--- config.mk ---
export PLATFORM = sky130hd
export DESIGN_NAME = link_handshake_fsm
export DESIGN_NICKNAME = d
export VERILOG_FILES = /design/src/design/lhs_pkg.sv /design/src/design/link_handshake_fsm.sv
export SDC_FILE = /design/constraint.sdc
export NUM_CORES = 1
export LEC_CHECK = 0
export ABC_AREA = 1
export BUFFER_PORTS_ARGS = -buffer_cell sky130_fd_sc_hd__buf_2
export CAP_MARGIN = 20
export CORE_ASPECT_RATIO = 0.8
export CORE_MARGIN = 2
export CORE_UTILIZATION = 60
export CTS_CLUSTER_DIAMETER = 200
export CTS_CLUSTER_SIZE = 24
export DETAILED_ROUTE_END_ITERATION = 12
export GPL_ROUTABILITY_DRIVEN = 0
export PLACE_DENSITY_LB_ADDON = 0.08
export RECOVER_POWER = 50
export SYNTH_ARGS = -nofsm -noshare
export SYNTH_HDL_FRONTEND = slang
export SYNTH_SLANG_ARGS = --single-unit
--- constraint.sdc ---
create_clock -name clk -period 2.5 [get_ports clk]
set_clock_uncertainty 0.2 [all_clocks]
set_input_delay 0.125 -clock clk [delete_from_list [all_inputs] [get_ports clk]]
set_output_delay 0.125 -clock clk [all_outputs]
set_load 0.02 [all_outputs]
--- src/design/lhs_pkg.sv ---
`timescale 1ns / 1ps
// ----------------------------------------------------------------------------
// Link handshake package
// Shared widths, configuration register indexes and reset values for the
// link handshake state machine.
// ----------------------------------------------------------------------------
package lhs_pkg;

    localparam int ID_W       = 64;
    localparam int WAIT_W     = 16;
    localparam int COUNT_W    = 17;
    localparam int STATE_W    = 4;
    localparam int RAND_W     = 8;
    localparam int CFG_ADDR_W = 3;
    localparam int IN_DATA_W  = 80;
    localparam int IN_USED_W  = 78;
    localparam int OUT_DATA_W = 16;
    localparam int ID_BYTES_DEFAULT = 8;

    localparam logic [CFG_ADDR_W-1:0] CFG_OUR_ID          = 3'd0;
    localparam logic [CFG_ADDR_W-1:0] CFG_WAIT_HALF       = 3'd1;
    localparam logic [CFG_ADDR_W-1:0] CFG_WAIT_FULL       = 3'd2;
    localparam logic [CFG_ADDR_W-1:0] CFG_WAIT_LONG       = 3'd3;
    localparam logic [CFG_ADDR_W-1:0] CFG_WAIT_RESET_BASE = 3'd4;

    localparam logic [WAIT_W-1:0] WAIT_HALF_RST       = 16'd50;
    localparam logic [WAIT_W-1:0] WAIT_FULL_RST       = 16'd100;
    localparam logic [WAIT_W-1:0] WAIT_LONG_RST       = 16'd1000;
    localparam logic [WAIT_W-1:0] WAIT_RESET_BASE_RST = 16'd10;

    localparam logic [STATE_W-1:0] STATE_COUNT = 4'd11;

endpackage

--- src/design/link_handshake_fsm.sv ---
`timescale 1ns / 1ps
// ----------------------------------------------------------------------------
// Link handshake state machine
// One side of the link-training handshake between neighbour tiles.
// ----------------------------------------------------------------------------
// Usage:
// Input words arrive on s_axis; tuser selects a tick (0) or a received packet
// (1), and tdata carries the enable, coin, random wait, peer state and peer id.
// Every input word produces exactly one output word on m_axis, giving the
// packet to send (if any) and the handshake state after the word.
// A word is taken into an input register, processed in one pass of
// combinational logic and written to the output register once the output
// register is empty or its word is taken by the receiver.
// One word per cycle is accepted for as long as the output side keeps up;
// the rate is set by the single state and countdown update per cycle.
// When the receiver stalls, the result waits in the output register and the
// next word waits in the input register; further input is then held off.
// The cfg port writes registers by index (0 our id, 1 half wait, 2 full wait,
// 3 long wait, 4 reset base wait); it is to be used only while the block is
// idle, which the block itself does not enforce. Reset puts the machine
// in INIT with a countdown of ten ticks and registers at default values.
// ----------------------------------------------------------------------------
module link_handshake_fsm
    import lhs_pkg::*;
#(
    parameter int ID_BYTES = ID_BYTES_DEFAULT
)
(
    input  logic                  clk,
    input  logic                  rst_n,
    input  logic                  cfg_we,
    input  logic [CFG_ADDR_W-1:0] cfg_addr,
    input  logic [ID_W-1:0]       cfg_wdata,
    input  logic                  s_axis_tvalid,
    output logic                  s_axis_tready,
    // Fields from bit 0: link_enabled, coin, random_wait[7:0], peer_state[3:0],
    // peer_id[63:0], zero padding.
    input  logic [IN_DATA_W-1:0]  s_axis_tdata,
    // Fields from bit 0: op.
    input  logic                  s_axis_tuser,
    output logic                  m_axis_tvalid,
    input  logic                  m_axis_tready,
    // Fields from bit 0: send_valid, send_state[3:0], send_has_id,
    // link_state[3:0], zero padding.
    output logic [OUT_DATA_W-1:0] m_axis_tdata
);

    localparam int ID_BITS = 8 * ID_BYTES;
    localparam logic [ID_W-1:0] ID_MASK = {ID_W{1'b1}} >> (ID_W - ID_BITS);

    typedef enum logic [STATE_W-1:0] {
        ST_INIT         = 4'd0,
        ST_WAITPS       = 4'd1,
        ST_LEAD         = 4'd2,
        ST_WLEAD        = 4'd3,
        ST_FOLLOW       = 4'd4,
        ST_WFOLLOW      = 4'd5,
        ST_CONFIG       = 4'd6,
        ST_WCONFIG      = 4'd7,
        ST_CHECK        = 4'd8,
        ST_COMPATIBLE   = 4'd9,
        ST_INCOMPATIBLE = 4'd10
    } hs_state_t;

    logic [ID_W-1:0]      our_id_reg;
    logic [WAIT_W-1:0]    wait_half_reg;
    logic [WAIT_W-1:0]    wait_full_reg;
    logic [WAIT_W-1:0]    wait_long_reg;
    logic [WAIT_W-1:0]    wait_reset_base_reg;

    logic                 in_valid_reg;
    logic                 op_reg;
    logic [IN_USED_W-1:0] in_data_reg;

    hs_state_t            state_reg;
    hs_state_t            state_next;
    logic [COUNT_W-1:0]   count_reg;
    logic [COUNT_W-1:0]   count_next;
    logic [ID_W-1:0]      peer_id_reg;
    logic [ID_W-1:0]      peer_id_next;

    logic                 out_valid_reg;
    logic [OUT_DATA_W-1:0] out_data_reg;
    logic [OUT_DATA_W-1:0] out_data_next;

    logic                 advance;
    logic                 link_enabled;
    logic                 coin;
    logic [RAND_W-1:0]    random_wait;
    logic [STATE_W-1:0]   peer_state;
    logic [ID_W-1:0]      peer_id;
    logic [COUNT_W-1:0]   reset_wait;
    logic                 store_match;
    logic                 packet_match;
    logic                 send_valid;
    logic [STATE_W-1:0]   send_state;
    logic                 send_has_id;

    assign advance       = in_valid_reg && (!out_valid_reg || m_axis_tready);
    assign s_axis_tready = !in_valid_reg || advance;
    assign m_axis_tvalid = out_valid_reg;
    assign m_axis_tdata  = out_data_reg;

    assign link_enabled = in_data_reg[0];
    assign coin         = in_data_reg[1];
    assign random_wait  = in_data_reg[9:2];
    assign peer_state   = in_data_reg[13:10];
    assign peer_id      = in_data_reg[77:14] & ID_MASK;

    assign reset_wait   = {1'b0, wait_reset_base_reg} + {{(COUNT_W-RAND_W){1'b0}}, random_wait};
    assign store_match  = (our_id_reg & ID_MASK) == (peer_id_reg & ID_MASK);
    assign packet_match = (our_id_reg & ID_MASK) == peer_id;

    always_comb
    begin
        state_next   = state_reg;
        count_next   = count_reg;
        peer_id_next = peer_id_reg;
        send_valid   = 1'b0;
        send_state   = '0;
        send_has_id  = 1'b0;
        if (!op_reg)
        begin
            if (count_reg != '0)
            begin
                count_next = count_reg - 1'b1;
            end
            else
            begin
                case (state_reg)
                    ST_WAITPS:
                    begin
                        if (link_enabled)
                        begin
                            state_next = ST_LEAD;
                        end
                        else
                        begin
                            count_next = {1'b0, wait_long_reg};
                        end
                    end
                    ST_LEAD, ST_FOLLOW, ST_CONFIG:
                    begin
                        state_next  = hs_state_t'(state_reg + 1'b1);
                        count_next  = {1'b0, wait_full_reg};
                        send_valid  = 1'b1;
                        send_state  = state_reg;
                        send_has_id = (state_reg == ST_CONFIG);
                    end
                    ST_CHECK:
                    begin
                        state_next  = store_match ? ST_COMPATIBLE : ST_INCOMPATIBLE;
                        count_next  = {1'b0, wait_full_reg};
                        send_valid  = 1'b1;
                        send_state  = state_reg;
                        send_has_id = 1'b1;
                    end
                    ST_COMPATIBLE, ST_INCOMPATIBLE:
                    begin
                        count_next = {1'b0, wait_long_reg};
                        send_valid = 1'b1;
                        send_state = state_reg;
                    end
                    default:
                    begin
                        state_next = ST_WAITPS;
                        count_next = reset_wait;
                    end
                endcase
            end
        end
        else if (peer_state < STATE_COUNT)
        begin
            case (peer_state)
                ST_LEAD:
                begin
                    if (state_reg == ST_WLEAD && coin)
                    begin
                        state_next = ST_WAITPS;
                        count_next = reset_wait;
                    end
                    else
                    begin
                        state_next = ST_FOLLOW;
                        count_next = {1'b0, wait_half_reg};
                    end
                end
                ST_FOLLOW:
                begin
                    if (state_reg == ST_WLEAD)
                    begin
                        state_next = ST_CONFIG;
                        count_next = {1'b0, wait_half_reg};
                    end
                    else
                    begin
                        state_next = ST_WAITPS;
                        count_next = reset_wait;
                    end
                end
                ST_CONFIG:
                begin
                    if (state_reg == ST_WFOLLOW)
                    begin
                        peer_id_next = peer_id;
                        state_next   = ST_CHECK;
                        count_next   = {1'b0, wait_half_reg};
                    end
                    else
                    begin
                        state_next = ST_WAITPS;
                        count_next = reset_wait;
                    end
                end
                ST_CHECK:
                begin
                    if (state_reg == ST_WCONFIG)
                    begin
                        peer_id_next = peer_id;
                        state_next   = packet_match ? ST_COMPATIBLE : ST_INCOMPATIBLE;
                        count_next   = {1'b0, wait_half_reg};
                    end
                    else
                    begin
                        state_next = ST_WAITPS;
                        count_next = reset_wait;
                    end
                end
                ST_COMPATIBLE, ST_INCOMPATIBLE:
                begin
                    if (state_reg != peer_state)
                    begin
                        state_next = ST_WAITPS;
                    end
                    count_next = {1'b0, wait_long_reg};
                end
                default:
                begin
                    state_next = ST_WAITPS;
                    count_next = reset_wait;
                end
            endcase
        end
        out_data_next = {6'd0, state_next, send_has_id, send_state, send_valid};
    end

    always_ff @(posedge clk or negedge rst_n)
    begin
        if (!rst_n)
        begin
            our_id_reg          <= '0;
            wait_half_reg       <= WAIT_HALF_RST;
            wait_full_reg       <= WAIT_FULL_RST;
            wait_long_reg       <= WAIT_LONG_RST;
            wait_reset_base_reg <= WAIT_RESET_BASE_RST;
            in_valid_reg        <= 1'b0;
            op_reg              <= 1'b0;
            in_data_reg         <= '0;
            state_reg           <= ST_INIT;
            count_reg           <= {1'b0, WAIT_RESET_BASE_RST};
            peer_id_reg         <= '0;
            out_valid_reg       <= 1'b0;
            out_data_reg        <= '0;
        end
        else
        begin
            if (cfg_we)
            begin
                case (cfg_addr)
                    CFG_OUR_ID:          our_id_reg          <= cfg_wdata;
                    CFG_WAIT_HALF:       wait_half_reg       <= cfg_wdata[WAIT_W-1:0];
                    CFG_WAIT_FULL:       wait_full_reg       <= cfg_wdata[WAIT_W-1:0];
                    CFG_WAIT_LONG:       wait_long_reg       <= cfg_wdata[WAIT_W-1:0];
                    CFG_WAIT_RESET_BASE: wait_reset_base_reg <= cfg_wdata[WAIT_W-1:0];
                    default:             ;
                endcase
            end

            if (s_axis_tvalid && s_axis_tready)
            begin
                in_valid_reg <= 1'b1;
                op_reg       <= s_axis_tuser;
                in_data_reg  <= s_axis_tdata[IN_USED_W-1:0];
            end
            else if (advance)
            begin
                in_valid_reg <= 1'b0;
            end

            if (advance)
            begin
                state_reg     <= state_next;
                count_reg     <= count_next;
                peer_id_reg   <= peer_id_next;
                out_valid_reg <= 1'b1;
                out_data_reg  <= out_data_next;
            end
            else if (m_axis_tready)
            begin
                out_valid_reg <= 1'b0;
            end
        end
    end

endmodule
==> results.md, run 1 <==
* Worst Reg-to-Reg Cells at 10
* Largest area contributor in the netlist: dfrtp_1
* IR drop worst, VDD at 0.494 mV
* Worst min path class: in -> reg
* First DRT Iteration DRCs at 1275
* Placed cell count at 2681
* CORE AREA at 26500 µm²
* HP Start: s_axis_tvalid
* Synth Flop Type: dfrtp_1
* Register area share after synthesis at 46.1%
* Sink Count at 300
* Clock Path Buffers at 3
* Pre-Repair DR Iteration Count at 5
* DRC violations left at 0
* Sw Ratio at 36.3%
* Hold Path End: in_valid_reg
* Synth cell types at 52
* N_diodes at 0
* Slowest stage delay, CP at 0.40 ns
* Startpoint types: flop
* H-tree Lvls at 1
* Status: complete, no violations
* Top cells by area, synth: dfrtp_1, nand2_1, inv_1
* Vias in the first global route at 14400
* Crit-path slowest cell: dfrtp_1
* Detail Route Antenna Nets at 0
* CP Cell Sequence: inv_1 > ha_1 > nand3_1 > nor2_1 > inv_1 > nand2_2 > nand3_4 > buf_12 > nand2_1 > o21ai_2
* Crit path time final at 2.39 ns
* Pre-CTS setup slack at 0.0523 ns
* PD cells at 686 nW/µm²
* Ys async rst share at 100%
* Syn Inst Count at 2193
* Peak Freq at 0.418 GHz
* RR Endpoint: peer_id_reg[19]
* Top cell type's share of synthesized area at 43.5%
* Layout area overhead at 19.7%
* Max-Slew Margin vs Limit at 19.1%
* Top cell family by delay on the critical path: simple AND/OR/NAND/NOR gates
* Final Max Tran Viols at 0
* Port Buffers at 162
* WP buf/inv at 3
* Later-pin clock latency in the skew report at 0.51 ns
* Combinational share of power at 31.3%
* Seq pwr share at 47.3%
* Critical path arrival at 2.55 ns
* CP endpoint kind: flop
* Number of max-cap violations at 0
* Layout Nets at 2660
* Setup violations, final at 0
* Power Internal at 8.55 mW
* Die area at 28600 µm²
* Final period util at 95.8%
* Most common cell after layout, fill and taps aside: nand2_1
* Synthesized area at 16300 µm²
* Clock power share at 21.5%
* Clk slew on worst S/H paths at 0.10 ns
* Layout cells sized above 1 at 14.5%
* Initial Util at 61.6%
* Setup bufs post-CTS at 0
* Avg Cell Area, Syn at 7.45 µm²
* Clk root buf: clkbuf_16
* I/O pins at 171
* Initial antenna violation count at 0
* Num rows at 53
* Commonest non-fill, non-tap cells in the layout: nand2_1, dfrtp_1, inv_1
* Vias at 15100
* Most used cell along the critical path: inv_1
* Pin count of the biggest net entering global routing at 81
* Flops & latches, synth at 300
* CP Data Required Time at 2.66 ns
* R2R Path Start: state_reg[1]
* First-pass GRT wire length at 71200 µm
* Final instance area at 19600 µm²
* Slew @ Worst Pin at 1.21 ns
* Total power at 13.4 mW
* Total GRT Usage at 31.2%
* Leakage power at 10.1 nW
* Vias/cell at 5.29
* Fin cells at 2859
* TritonCTS clock tree: built
* Final worst slack at 0.105 ns
* Final wirelength at 44400 µm
* Setup_tns at 0 ns
* Hold path depth at 3
* Final hold vios at 0
* Die Ht at 152 µm
* DR WL/cell at 15.5 µm
* R2R setup slack at 0.11 ns
* Die width at 188 µm
* HPWL Detailed at 30000 µm
* WHS at 0.0688 ns
* Remaining global-route overflow at 0
* CTS buffer count at 16
* End-of-flow core utilization at 73.8%
* Sw Pwr at 4.87 mW
* Largest fanout on the critical path at 80
* Post-DP Area at 17600 µm²
* Max reg flops at 78
* YS warnings at 0
* Post-synth EDFFs at 0
* Setup CP Type: reg -> reg
synth_stat cells (9+ instances only):
cell type,count
inv_1,264
clkbuf_1,41
a21oi_1,148
nand2_1,728
nand2_2,9
buf_6,15
nand3_1,59
xor2_1,41
o21ai_1,37
dfstp_2,16
mux2_2,16
o21ai_2,49
nand4_1,10
inv_2,12
buf_4,13
dfrtp_1,284
ha_1,13
nor2_1,261
o21ai_0,102
power by group through the flow:
stage                     logic [mW]  clock network [mW]  registers [mW]
after CTS                       4.11                2.94            6.31
after global routing            4.73                3.11            6.43
after global placement          3.79                   0            6.37
final                           4.19                2.88            6.34
after floorplan                 2.85                   0            6.24
after detailed placement        3.89                   0            6.40
routing by layer:
layer,global-route usage [%],up-vias,share of wire [%]
met5,0,-,0
met2,49.9,536,45
li1,-,7382,-
met1,44.1,7132,45
met3,6.15,76,7.8
met4,8.01,0,2.4
final cells by class:
cell class	instances	area, µm²
multi-input cells	1543	7370
inverters	279	1050
repair buffers	353	2690
clock buffers	26	459
fillers	2040	6960
clock inverters	1	16.3
flip-flops and latches	300	7530
well taps	357	447
worst max-delay path by stage:
stage | endpoint | depth (start not counted) | from | slack (ns)
after floorplan | count_reg[8] | 16 | wait_reset_base_reg[0] | 0.30
after global placement | count_reg[12] | 17 | wait_reset_base_reg[0] | 0.09
after detailed placement | count_reg[8] | 16 | wait_reset_base_reg[0] | 0.05
after CTS | count_reg[12] | 17 | wait_reset_base_reg[0] | 0.05
after global routing | count_reg[9] | 14 | wait_reset_base_reg[2] | -0.005
final | peer_id_reg[19] | 10 | state_reg[1] | 0.11
worst min-delay path, delay by kind of cell:
kind / cells / cell delay (ns)
simple gates: 2 / 0.50
buf+inv: 1 / 0.11
cell families after synthesis:
logic type,after synthesis,share of synthesized area (%)
AO/OA/AOI/OAI,347,12.0
XOR/XNOR,44,2.36
adder cells (fa/ha/maj),14,1.12
buffers and inverters,355,9.29
flip-flops,300,46.1
multiplexers,16,1.10
other,1,0.0230
AND/OR/NAND/NOR,1116,28.1
timing repair:
action                                  in CTS  in global routing
endpoints found under the setup margin       0                 18
resized for setup                            0                 12
hold buffers                               151                  0
endpoints found under the hold margin      499                  0
Note: power is estimated with default switching activity, not from simulation.
==> inputs of run 2 (changes only) <==
Settings changed: CORE_UTILIZATION 60 to 56, CTS_BUF_LIST set to sky130_fd_sc_hd__clkbuf_4 sky130_fd_sc_hd__clkbuf_8.
Clock period 2.5 ns to 2.1 ns, I/O delays scaled along.
==> run 2 against run 1 <==
Compared with the run above:
- largest power group unchanged
- via count up 2.6%
- critical path depth up 2
- combinational power up 52%
- first-iteration DRC count down 3.0%
- the run now ends with setup timing left
- global-route usage down 0.81 points
- worst hold slack better by 0.033 ns
==> results.md, run 2 (same netlist as run 1, synthesis figures left out) <==
* PD cells at 796 nW/µm² (+16%)
* TritonCTS clock tree: built
* Layout Nets at 2778 (+4.4%)
* End-of-flow core utilization at 73.4% (-0.36 points)
* Clk slew on worst S/H paths at 0.15 ns (+0.05 ns)
* Peak Freq at 0.443 GHz (+6.1%)
* Crit path time final at 2.26 ns (-0.137 ns)
* Max reg flops at 78 (unchanged)
* Critical path arrival at 2.53 ns (-0.02 ns)
* Slew @ Worst Pin at 0.939 ns (-0.274 ns)
* IR drop worst, VDD at 0.481 mV (-2.7%)
* Vias/cell at 5.19 (-1.9%)
* Worst Reg-to-Reg Cells at 12 (+2)
* CORE AREA at 28500 µm² (+7.4%)
* Total GRT Usage at 30.4% (-0.81 points)
* Pin count of the biggest net entering global routing at 107 (+32%)
* Final period util at 107% (+12 points)
* Die area at 30600 µm² (+7.0%)
* Vias at 15500 (+2.6%)
* Final wirelength at 47000 µm (+5.7%)
* Number of max-cap violations at 0 (unchanged)
* Vias in the first global route at 15000 (+4.0%)
* Failing checks: setup timing
* Layout area overhead at 28.0%
* Initial Util at 57.3% (-4.2 points)
* I/O pins at 171 (unchanged)
* Max-Slew Margin vs Limit at 37.4% (+18 points)
* Setup violations, final at 20 (+20)
* Status: finished, violations left
* Setup CP Type: reg -> reg
* Die width at 195 µm (+3.4%)
* Most common cell after layout, fill and taps aside: nand2_1
* DR WL/cell at 15.7 µm (+1.1%)
* Die Ht at 157 µm (+3.4%)
* CTS buffer count at 16 (unchanged)
* Worst min path class: in -> reg
* Leakage power at 10.7 nW (+6.4%)
* Remaining global-route overflow at 0 (unchanged)
* Final hold vios at 0 (unchanged)
* Fillers at 2177 (+6.7%)
* H-tree Lvls at 1 (unchanged)
* Setup_tns at -1.29 ns (-1.29 ns)
* Reg area at 7530 µm² (about the same)
* Commonest non-fill, non-tap cells in the layout: nand2_1, dfrtp_1, inv_1
* Hold path depth at 3 (unchanged)
* Unrepaired setup endpoints after global routing: true
* Final worst slack at -0.157 ns (-0.263 ns)
* Later-pin clock latency in the skew report at 0.57 ns (+0.06 ns)
* Initial antenna violation count at 0 (unchanged)
* Sink Count at 300 (unchanged)
* Clock Path Buffers at 3 (unchanged)
* Clk root buf: clkbuf_8
* N_diodes at 0 (unchanged)
* CP endpoint kind: flop
* Post-DP Area at 18300 µm² (+3.9%)
* WHS at 0.102 ns (+0.0331 ns)
* First-pass GRT wire length at 74500 µm (+4.7%)
* DRC violations left at 0 (unchanged)
* CP Data Required Time at 2.37 ns (-0.29 ns)
* Pre-Repair DR Iteration Count at 5 (unchanged)
* Startpoint types: flop
* Detail Route Antenna Nets at 0 (unchanged)
* Footprint of the multi-input gates at 7770 µm² (+5.4%)
* Port Buffers at 162 (unchanged)
* Largest fanout on the critical path at 2 (-98%)
* Layout cells sized above 1 at 21.9% (+7.5 points)
* Pre-CTS setup slack at -0.172 ns (-0.224 ns)
* Num rows at 55 (+3.8%)
* First DRT Iteration DRCs at 1237 (-3.0%)
* Final instance area at 20900 µm² (+6.9%)
* Final Max Tran Viols at 0 (unchanged)
* HPWL Detailed at 31700 µm (+5.7%)
[run 2: changes by cell type in the layout (fill, tap and decap cells not counted), sizes merged]
cell         previous run  this run
buf                   193       304
clkbuf                 36        40
clkinv                  2         1
clkinvlp                0         1
dlygate4sd3           150       153
inv                   278       279
[run 2: per-layer routing]
metal | GRT usage, % | up-vias | share of wire, %
met4 | 6.76 | 0 | 2.2
li1 | - | 7631 | -
met3 | 4.07 | 87 | 7.3
met2 | 48.8 | 573 | 44
met5 | 0 | - | 0
met1 | 44.2 | 7227 | 46
[run 2: worst max-delay path, cell delays in order (launching register included)]
cell and delay [ns]:
dfrtp_1 0.41, ha_2 0.21, fa_2 0.36, buf_4 0.14, buf_4 0.14, nand3_2 0.08, nand4_1 0.18, nand2_2 0.14
nand2_1 0.05, nand2_1 0.05, nand3_1 0.06, nand3_1 0.08, nand2_1 0.05
[run 2: timing repair]
item / CTS / global route
setup buffers: 20 / 13
pin swaps: 8 / 22
endpoints found under the setup margin: 90 / 63
resized for setup: 53 / 71
hold buffers: 154 / 0
endpoints found under the hold margin: 515 / 0
cloned: 1 / 6
[run 2: stage by stage]
stage / power (mW) / instances
4_1_cts: 16.3 / 2972
2_1_floorplan: 10.8 / 2198
5_1_grt: 17.7 / 2991
3_3_place_gp: 12.8 / 2769
6_report: 16.6 / 2991
3_5_place_dp: 12.9 / 2769
[run 2: final cells by class]
class | count | area share [%]
clock buffers | 27 | 1.48
clock inverters | 1 | 0.0778
inverters | 279 | 5.10
multi-input cells | 1543 | 37.2
flip-flops and latches | 300 | 36.0
well taps | 370 | 2.21
repair buffers | 470 | 17.9
repair inverters | 1 | 0.0359
[run 2: final timing paths]
check                                 from                end  slack [ns]
min in group asynchronous            rst_n  wait_half_reg[11]        0.63
setup / recovery            in_data_reg[2]      count_reg[10]       -0.16
setup reg to reg            in_data_reg[2]      count_reg[10]       -0.16
hold / removal             s_axis_tdata[4]     in_data_reg[4]        0.10
hold reg to reg               count_reg[1]       count_reg[1]        0.29
max in group asynchronous            rst_n       count_reg[1]        0.13
[run 2: where the power goes]
| part | leakage, nW | internal [mW] | switching, mW |
|---|---|---|---|
| combinational | 6.94 | 2.80 | 3.57 |
| sequential | 3.63 | 6.71 | 0.773 |
| clock | 0.175 | 0.957 | 1.83 |
